==> src/rtl/core/nca_pkg.sv <==
// Shared types and constants for the node core first-fit allocator.
`timescale 1ns / 1ps

package nca_pkg;

    localparam int MASK_W = 16;
    localparam int COUNT_W = 5;
    localparam int NODE_W = 2;
    localparam int WIU_W = 5;
    localparam logic [WIU_W-1:0] WIU_RESET = 5'd16;

    localparam logic ACT_ALLOC = 1'b0;
    localparam logic ACT_RELEASE = 1'b1;

    typedef struct packed {
        logic                action;
        logic [COUNT_W-1:0]  core_count;
        logic                wants_accel;
        logic [NODE_W-1:0]   release_node;
        logic [MASK_W-1:0]   release_mask;
    } nca_in_t;

    typedef struct packed {
        logic               granted;
        logic [NODE_W-1:0]  grant_node;
        logic [MASK_W-1:0]  worker_mask;
    } nca_out_t;

    typedef struct packed {
        logic load_item;
        logic capture;
        logic next_node;
        logic finish;
    } nca_cmd_t;

    typedef struct packed {
        logic is_release;
        logic qualify;
        logic last_node;
    } nca_status_t;

endpackage

==> src/rtl/core/nca_ctrl.sv <==
// Controller state machine: sequences the node scan and owns the output valid flag.
`timescale 1ns / 1ps

module nca_ctrl
(
    input  logic                 clk,
    input  logic                 rst_n,
    input  logic                 in_valid,
    output logic                 in_stall,
    output logic                 out_valid,
    input  logic                 out_stall,
    input  nca_pkg::nca_status_t status,
    output nca_pkg::nca_cmd_t    cmd
);

    typedef enum logic [2:0]
    {
        ST_IDLE   = 3'b001,
        ST_CHECK  = 3'b010,
        ST_DECIDE = 3'b100
    } state_t;

    state_t state_reg;
    state_t state_next;
    logic   out_valid_reg;
    logic   out_valid_next;
    logic   out_free;

    // output slot can take a result at this edge
    assign out_free = !out_valid_reg || !out_stall;

    always_comb
    begin
        state_next = state_reg;
        cmd = '0;
        unique case (state_reg)
            ST_IDLE:
            begin
                cmd.load_item = in_valid;
                if (in_valid)
                begin
                    state_next = ST_CHECK;
                end
            end
            ST_CHECK:
            begin
                if (status.is_release)
                begin
                    if (out_free)
                    begin
                        cmd.finish = 1'b1;
                        state_next = ST_IDLE;
                    end
                end
                else
                begin
                    cmd.capture = 1'b1;
                    state_next = ST_DECIDE;
                end
            end
            ST_DECIDE:
            begin
                if (status.qualify || status.last_node)
                begin
                    if (out_free)
                    begin
                        cmd.finish = 1'b1;
                        state_next = ST_IDLE;
                    end
                end
                else
                begin
                    cmd.next_node = 1'b1;
                    state_next = ST_CHECK;
                end
            end
            default:
            begin
                state_next = ST_IDLE;
            end
        endcase
    end

    always_comb
    begin
        priority if (cmd.finish)
        begin
            out_valid_next = 1'b1;
        end
        else if (!out_stall)
        begin
            out_valid_next = 1'b0;
        end
        else
        begin
            out_valid_next = out_valid_reg;
        end
    end

    always_ff @(posedge clk or negedge rst_n)
    begin
        if (!rst_n)
        begin
            state_reg <= ST_IDLE;
            out_valid_reg <= 1'b0;
        end
        else
        begin
            state_reg <= state_next;
            out_valid_reg <= out_valid_next;
        end
    end

    assign in_stall = (state_reg != ST_IDLE);
    assign out_valid = out_valid_reg;

    a_finish_slot_free: assert property (@(posedge clk) disable iff (!rst_n)
        cmd.finish |-> (!out_valid_reg || !out_stall))
        else $error("result loaded while output slot still held");

    a_one_item: assert property (@(posedge clk) disable iff (!rst_n)
        (in_valid && !in_stall) |=> in_stall)
        else $error("second item taken while one is in progress");

endmodule

==> src/rtl/core/nca_dpath.sv <==
// Datapath: busy bitmaps, free-worker prefix count, grant selection and result register.
`timescale 1ns / 1ps

module nca_dpath
#(
    parameter int NODES = 3,
    parameter int WORKERS = 16
)
(
    input  logic                                clk,
    input  logic                                rst_n,
    input  logic                                cfg_we,
    input  logic [nca_pkg::WIU_W-1:0]           cfg_wdata,
    input  nca_pkg::nca_in_t                    in_data,
    input  nca_pkg::nca_cmd_t                   cmd,
    output nca_pkg::nca_status_t                status,
    output nca_pkg::nca_out_t                   out_data
);

    localparam int NW = (NODES > 1) ? $clog2(NODES) : 1;
    localparam int CW = $clog2(WORKERS + 1);
    localparam int CMPW = (CW > nca_pkg::COUNT_W) ? CW : nca_pkg::COUNT_W;
    localparam int LEVELS = (WORKERS > 1) ? $clog2(WORKERS) : 0;

    logic [nca_pkg::WIU_W-1:0]  wiu_reg;
    nca_pkg::nca_in_t           item_reg;
    logic [NW-1:0]              idx_reg;
    logic [WORKERS-1:0]         map_reg [NODES];
    logic [NODES-1:0]           accel_reg;
    logic [WORKERS-1:0]         avail_reg;
    logic [CW-1:0]              rank_reg [WORKERS];
    nca_pkg::nca_out_t          out_reg;
    nca_pkg::nca_out_t          out_next;

    logic [WORKERS-1:0]         usable;
    logic [WORKERS-1:0]         avail;
    logic                       accel_ok;
    logic [CW-1:0]              pre [LEVELS+1][WORKERS];
    logic [WORKERS-1:0]         grant;
    logic [nca_pkg::MASK_W-1:0] grant_out;
    logic [WORKERS-1:0]         rmask_w;
    logic                       qualify;
    logic [2:0]                 rel_m1;
    logic [NW-1:0]              rel_idx;
    logic                       rel_ok;
    logic [NW:0]                node_num;

    // usable workers: the first workers_in_use, capped by the bitmap width
    for (genvar g = 0; g < WORKERS; g++)
    begin : g_usable
        assign usable[g] = (32'(g) < 32'(wiu_reg));
    end

    assign accel_ok = !(item_reg.wants_accel && accel_reg[idx_reg]);
    assign avail = ~map_reg[idx_reg] & usable & {WORKERS{accel_ok}};

    // log-depth inclusive prefix count of free workers
    for (genvar g = 0; g < WORKERS; g++)
    begin : g_pre0
        assign pre[0][g] = CW'(avail[g]);
    end

    for (genvar l = 0; l < LEVELS; l++)
    begin : g_level
        for (genvar g = 0; g < WORKERS; g++)
        begin : g_elem
            if (g >= (1 << l))
            begin : g_add
                assign pre[l+1][g] = pre[l][g] + pre[l][g - (1 << l)];
            end
            else
            begin : g_pass
                assign pre[l+1][g] = pre[l][g];
            end
        end
    end

    // take the lowest core_count free workers
    for (genvar g = 0; g < WORKERS; g++)
    begin : g_grant
        assign grant[g] = avail_reg[g]
                          && (CMPW'(rank_reg[g]) <= CMPW'(item_reg.core_count));
    end

    assign qualify = (item_reg.core_count != '0)
                     && (CMPW'(rank_reg[WORKERS-1]) >= CMPW'(item_reg.core_count));

    for (genvar g = 0; g < nca_pkg::MASK_W; g++)
    begin : g_gout
        if (g < WORKERS)
        begin : g_bit
            assign grant_out[g] = grant[g];
        end
        else
        begin : g_zero
            assign grant_out[g] = 1'b0;
        end
    end

    for (genvar g = 0; g < WORKERS; g++)
    begin : g_rmask
        if (g < nca_pkg::MASK_W)
        begin : g_bit
            assign rmask_w[g] = item_reg.release_mask[g];
        end
        else
        begin : g_zero
            assign rmask_w[g] = 1'b0;
        end
    end

    assign rel_m1 = 3'(item_reg.release_node) - 3'd1;
    assign rel_idx = rel_m1[NW-1:0];
    assign rel_ok = (item_reg.release_node != '0)
                    && (32'(item_reg.release_node) <= 32'(NODES));
    assign node_num = {1'b0, idx_reg} + (NW+1)'(1);

    assign status.is_release = (item_reg.action == nca_pkg::ACT_RELEASE);
    assign status.qualify = qualify;
    assign status.last_node = (idx_reg == NW'(NODES - 1));

    always_comb
    begin
        out_next = '0;
        if (item_reg.action == nca_pkg::ACT_RELEASE)
        begin
            out_next.granted = rel_ok;
        end
        else if (qualify)
        begin
            out_next.granted = 1'b1;
            out_next.grant_node = node_num[nca_pkg::NODE_W-1:0];
            out_next.worker_mask = grant_out;
        end
    end

    always_ff @(posedge clk or negedge rst_n)
    begin
        if (!rst_n)
        begin
            wiu_reg <= nca_pkg::WIU_RESET;
        end
        else if (cfg_we)
        begin
            wiu_reg <= cfg_wdata;
        end
    end

    always_ff @(posedge clk or negedge rst_n)
    begin
        if (!rst_n)
        begin
            idx_reg <= '0;
        end
        else if (cmd.load_item)
        begin
            idx_reg <= '0;
        end
        else if (cmd.next_node)
        begin
            idx_reg <= idx_reg + NW'(1);
        end
    end

    always_ff @(posedge clk or negedge rst_n)
    begin
        if (!rst_n)
        begin
            for (int n = 0; n < NODES; n++)
            begin
                map_reg[n] <= '0;
            end
            accel_reg <= '0;
        end
        else if (cmd.finish)
        begin
            if (item_reg.action == nca_pkg::ACT_RELEASE)
            begin
                if (rel_ok)
                begin
                    map_reg[rel_idx] <= map_reg[rel_idx] & ~rmask_w;
                    if (item_reg.wants_accel)
                    begin
                        accel_reg[rel_idx] <= 1'b0;
                    end
                end
            end
            else if (qualify)
            begin
                map_reg[idx_reg] <= map_reg[idx_reg] | grant;
                if (item_reg.wants_accel)
                begin
                    accel_reg[idx_reg] <= 1'b1;
                end
            end
        end
    end

    // payload registers: item, per-node scan snapshot, result
    always_ff @(posedge clk)
    begin
        if (cmd.load_item)
        begin
            item_reg <= in_data;
        end
        if (cmd.capture)
        begin
            avail_reg <= avail;
            for (int g = 0; g < WORKERS; g++)
            begin
                rank_reg[g] <= pre[LEVELS][g];
            end
        end
        if (cmd.finish)
        begin
            out_reg <= out_next;
        end
    end

    assign out_data = out_reg;

    a_grant_free: assert property (@(posedge clk) disable iff (!rst_n)
        (cmd.finish && item_reg.action == nca_pkg::ACT_ALLOC && qualify)
        |-> ((grant & map_reg[idx_reg]) == '0))
        else $error("grant covers a busy worker");

    a_grant_count: assert property (@(posedge clk) disable iff (!rst_n)
        (cmd.finish && item_reg.action == nca_pkg::ACT_ALLOC && qualify)
        |-> ($countones(grant) == int'(item_reg.core_count)))
        else $error("grant size differs from requested core count");

endmodule

==> src/rtl/core/node_core_first_fit_allocator.sv <==
// Allocator top level: first-fit worker and accelerator allocation over compute nodes.
// A release result loads from the check state; an allocate scans the nodes in order, a
//   check then a decide state per node, loading a grant on the first node that fits or
//   a miss after the last one. One item at a time: the next transfer is taken in the idle
//   state after the result loads; a held result stalls the load of the following one.
//   Reset clears all bitmaps and accelerator flags and sets workers_in_use to 16.
`timescale 1ns / 1ps

module node_core_first_fit_allocator
#(
    parameter int NODES = 3,
    parameter int WORKERS = 16
)
(
    input  logic                          clk,
    input  logic                          rst_n,
    input  logic                          cfg_we,
    input  logic [nca_pkg::WIU_W-1:0]     cfg_wdata,
    input  logic                          in_valid,
    output logic                          in_stall,
    input  nca_pkg::nca_in_t              in_data,
    output logic                          out_valid,
    input  logic                          out_stall,
    output nca_pkg::nca_out_t             out_data
);

    nca_pkg::nca_cmd_t    cmd;
    nca_pkg::nca_status_t status;

    nca_ctrl u_ctrl
    (
        .clk       (clk),
        .rst_n     (rst_n),
        .in_valid  (in_valid),
        .in_stall  (in_stall),
        .out_valid (out_valid),
        .out_stall (out_stall),
        .status    (status),
        .cmd       (cmd)
    );

    nca_dpath #(
        .NODES   (NODES),
        .WORKERS (WORKERS)
    ) u_dpath
    (
        .clk       (clk),
        .rst_n     (rst_n),
        .cfg_we    (cfg_we),
        .cfg_wdata (cfg_wdata),
        .in_data   (in_data),
        .cmd       (cmd),
        .status    (status),
        .out_data  (out_data)
    );

endmodule

==> config.mk <==
export PLATFORM = sky130hd
export DESIGN_NAME = node_core_first_fit_allocator
export DESIGN_NICKNAME = d
export VERILOG_FILES = /design/src/rtl/core/nca_pkg.sv /design/src/rtl/core/nca_ctrl.sv /design/src/rtl/core/nca_dpath.sv /design/src/rtl/core/node_core_first_fit_allocator.sv
export SDC_FILE = /design/constraint.sdc
export NUM_CORES = 1
export LEC_CHECK = 0
export ABC_AREA = 1
export BUFFER_PORTS_ARGS = -buffer_cell sky130_fd_sc_hd__buf_2
export CORE_ASPECT_RATIO = 1.4
export CORE_MARGIN = 4
export CORE_UTILIZATION = 65
export CTS_BUF_LIST = sky130_fd_sc_hd__clkbuf_4
export DETAILED_ROUTE_END_ITERATION = 12
export GPL_ROUTABILITY_DRIVEN = 0
export GPL_TIMING_DRIVEN = 0
export PLACE_DENSITY = 0.89
export SYNTH_ARGS = -nofsm -noshare
export SYNTH_HDL_FRONTEND = slang
export SYNTH_SLANG_ARGS = --single-unit
==> constraint.sdc <==
create_clock -name clk -period 23 [get_ports clk]
set_clock_uncertainty 0.1 [all_clocks]
set_input_delay 2.3 -clock clk [delete_from_list [all_inputs] [get_ports clk]]
set_output_delay 2.3 -clock clk [all_outputs]
set_load 0.05 [all_outputs]
Word-level counts from Yosys, hierarchy flattened
Memory sizes are Yosys's and may differ from the RTL's.
Cells that the tools add are included.
Widths: inputs -> output; s select.

cells by class
  add/sub/neg operators = 52
  multiply operators = 0
  div/mod/pow operators = 0
  magnitude comparators = 41
  equality and inequality tests = 8
  shift-type cells = 0
  multiplexer cells = 48
  bitwise gates (word level) = 12
  reductions and logical operators = 34

operators with widths
  operator            number
  $add 5x5->5         31
  $mux 48             3
  $bwmux 48           2
  $mux 16             6
  $le 5x5->1          16
  $bmux 16 s2         2
  $demux 16 s2        2
  $and 16x16->16      3
  $lt 4x5->1 const A  8
  $not 16->16         2
  $add 1x1->2         15
  $mux 3              9
  $logic_and 1x1->1   22
  $lt 3x5->1 const A  4
  $mux 19             1
  $mux 1              16
  $or 16x16->16       1
  $add 5x1->5         3
  $lt 1x5->1 const A  2
  $lt 2x5->1 const A  2
  $pmux 3 s3          1
  $ge 3x3->1 const B  2
  $lt 2x3->1 const B  2
  $lt 3x1->1 const B  2
  27 further kinds    38

word-level totals
  bits in registers = 122
  latch bits = 0
  bits in writable memories = 80
  ROM bits = 0
  input bits = 35
  output and inout bits = 21
  word-level logic and storage cells = 213
  memories = 1

memory list
  memory            words  bits a word  read ports  clocked after memory_dff  wr ports  RTL line         RTL
  u_dpath.rank_reg  16     5            16          0                         16        nca_dpath.sv:31  logic [CW-1:0] rank_reg [WORKERS];

Longest topological paths before layout
  depth in word-level cells = 11
  gate-level depth with buffers = 24
  depth with buffers taken out = 23

Cells and area by module
Synthesis repeated with hierarchy kept, for this count alone.

unflattened totals
  cells, all modules = 1333
  area, all modules = 12127.9 sq um

by module, submodules not included
  module     instances  cells each  area an instance (sq um)  seq. area each (sq um)
  nca_dpath  1          1298        11870.1                   5146.2
  nca_ctrl   1          35          257.7                     101.3

Worst setup path after synthesis
Ideal clock, no wire load.

  path kind = flip-flop to flip-flop
  from = register u_dpath.item_reg (netlist bit u_dpath.status[2])
  to = register u_dpath.avail_reg[0], enable pin
  library setup time = 0.714 ns
  data arrival time = 8.231 ns
  data required time = 22.186 ns
  slack = 13.954 ns
  cell stages (with the launch flop) = 3
  buffers on the path = 1
  period minus slack after synthesis = 9.046 ns
  cell sequence = edfxtp_1 -> buf_2 -> nor4_1

RTL lines
  element                 RTL line          RTL
  from (decl)             nca_dpath.sv:26   nca_pkg::nca_in_t item_reg;
  from (signal assigned)  nca_dpath.sv:204  item_reg <= in_data;
  to (signal assigned)    nca_dpath.sv:208  avail_reg <= avail;
  to (decl)               nca_dpath.sv:30   logic [WORKERS-1:0] avail_reg;

==> impl_metrics.ini <==
[detailed_routing]
wl_um = 31300
ant_nets = 0
vias = 9857
firstDrtPassIters = 10
wl_per_cell_um = 18.6
drtIter0Drc = 1112
drc = 0
vias_per_cell = 5.85

[sta]
hold_viol = 0
min_period_ns = 6.63
worstMarginPinSlew_ns = 1.33
fin_crit_sh = 0.288
rsz0062_at_grt = no
finalSetupViolCount = 0
slew_viol_final = 0
finalSetupTns_ns = 0
slew_headroom = 0.113
clock.fmax_mhz = 151

[logic_synthesis]
yosysTopAreaCell = edfxtp_1
synth_area_per_cell_um2 = 9.10
synthTopCellsByCount = nand2_1 (398), inv_1 (189), ha_1 (148)
synth_seq_cells = 185
synth_top_area_share = 0.302
synth_area_leaders = edfxtp_1 (30%), ha_1 (15%), dfrtp_1 (12%)
synth_cell_type_count = 45
synthFlopType = edfxtp_1
netlist_area_um2 = 12200
synthArstFlopShare = 0.335
synthesis.instances = 1344
syn_nets = 1564
synth-edff-count = 123
ys.warnings.count = 0
seq_area_frac_synth = 0.429
yosysMostFrequentCell = nand2_1

[floorplan]
die_x_um = 124
start_util = 0.660
ioPinCount = 56
chipHeight_um = 170
core_um2 = 18500
rows = 59
die_area_um2 = 21100

[clock_tree]
worstSkewPairLatency_ns = 0.63
cts.sinks = 185
htreeDepth = 4
cts_buffers = 17
cts_resized = 0
post_cts.repair.setup_buffers = 0
cts_tree = built
cts-hold-fix-buffers = 0
cts.clk_slew.worst_paths_ns = 0.16
clockBufferDepth = 2
cts_root_buf = clkbuf_4

[global_route]
antenna_found_initial = 1
track_usage = 0.312
grt_pass1_vias = 10100
grt_max_degree = 63
grt_pass1_wl_um = 49800
grt_overflow = 0

[layout]
drive_gt1_frac = 0.0952
largest_register_ffs = 63
syn2layout_area_growth_pct = 7.37
nets = 1646

[setup_path]
start_kind = flop
worstPathMaxFanout = 11
r2r_setup_slack_ns = 16.37
end_kind = flop
crit_type = reg -> reg
critical_path_arrival_ns = 6.93
critical_path_required_ns = 23.30

[run_status]
outcome = completed

[placement]
numPortBuffers = 54
place_hpwl_um = 24400

[flow_run]
max-cap-violations = 0

[min_path]
hold_class = reg -> reg
path summary, 6_finish.rpt:
check	start	endpoint	cells past startpoint
setup / recovery	u_dpath.idx_reg[0]	u_dpath.rank_reg[1][38]	17
max in group asynchronous	rst_n	u_dpath.map_reg[27]	1
hold reg to reg	u_dpath.map_reg[43]	u_dpath.map_reg[43]	2
hold / removal	u_dpath.map_reg[43]	u_dpath.map_reg[43]	2
min in group asynchronous	rst_n	u_ctrl.state_reg[2]	1
setup reg to reg	u_dpath.idx_reg[0]	u_dpath.rank_reg[1][38]	17
area by class of cell:
| type | count | area, um2 |
|---|---|---|
| Antenna cell | 1 | 2.50 |
| Buffer | 32 | 153 |
| Clock buffer | 19 | 143 |
| Clock inverter | 13 | 105 |
| Fill cell | 1333 | 5390 |
| Inverter | 198 | 743 |
| Multi-Input combinational cell | 929 | 6100 |
| Sequential cell | 185 | 5250 |
| Tap cell | 244 | 305 |
| Timing Repair Buffer | 63 | 340 |
metrics by stage:
stage / area [um2] / setup WS (ns) / hold WS (ns) / std cells / util
2_1_floorplan: 12200 / 13.95 / 0.349 / 1344 / -
3_3_place_gp: 12800 / 11.06 / 0.361 / 1642 / 0.691
3_5_place_dp: 12900 / 16.62 / 0.367 / 1651 / 0.696
4_1_cts: 13100 / 16.62 / 0.400 / 1683 / 0.709
5_1_grt: 13100 / 16.33 / 0.425 / 1684 / 0.709
6_report: 13100 / 16.37 / 0.397 / 1684 / 0.709
cell usage in the layout, fill, tap and decap left out, drive strengths merged:
| cell | count |
|---|---|
| clkinv | 10 |
| diode | 1 |
| a21oi | 62 |
| mux2 | 1 |
| xnor2 | 9 |
| nor4 | 1 |
| clkinvlp | 3 |
| nor2 | 56 |
| ha | 148 |
| o211ai | 18 |
| dfrtp | 60 |
| o21bai | 3 |
| edfxtp | 123 |
| clkbuf | 38 |
| and2 | 1 |
| nand2 | 401 |
| or2 | 8 |
| nand4 | 15 |
| inv | 197 |
| a31oi | 6 |
| o21ai | 45 |
| bufinv | 1 |
| xor2 | 12 |
| nand3 | 72 |
| a2bb2oi | 2 |
| nor3b | 1 |
| buf | 76 |
| o31ai | 1 |
| o21a | 15 |
| nand3b | 1 |
| nor3 | 13 |
| fa | 37 |
| dfstp | 2 |
| a31o | 1 |
kinds of logic after synthesis:
group | count (synthesis) | synth area share
AOI/OAI and AO/OA | 153 | 0.0717
muxes | 1 | 0.000920
adders and majority gates | 185 | 0.212
and+or+nand+nor | 569 | 0.198
buffers and inverters | 230 | 0.0732
DFF | 185 | 0.429
xor gates and xnor gates | 21 | 0.0150
routing by layer:
metal	wire length, um	track usage
met1	10700	0.340
met3	2270	0.0578
met5	0	0
met4	2240	0.203
met2	16100	0.547
critical path, stage by stage, from the launching register on:
cell	delay, ns
dfrtp_1	0.55
inv_2	0.16
clkbuf_1	0.38
o21ai_0	0.38
o21ai_0	0.28
nor3_1	0.77
ha_1	0.44
ha_1	0.25
fa_1	0.59
inv_1	0.07
nor2_1	0.18
nor2_1	0.07
ha_1	0.34
fa_1	0.58
fa_1	0.45
ha_1	0.25
fa_1	0.40
xor2_1	0.17
Power is not shown: default switching activity piles up to over one toggle a cycle in this logic, so the estimate is an artifact.
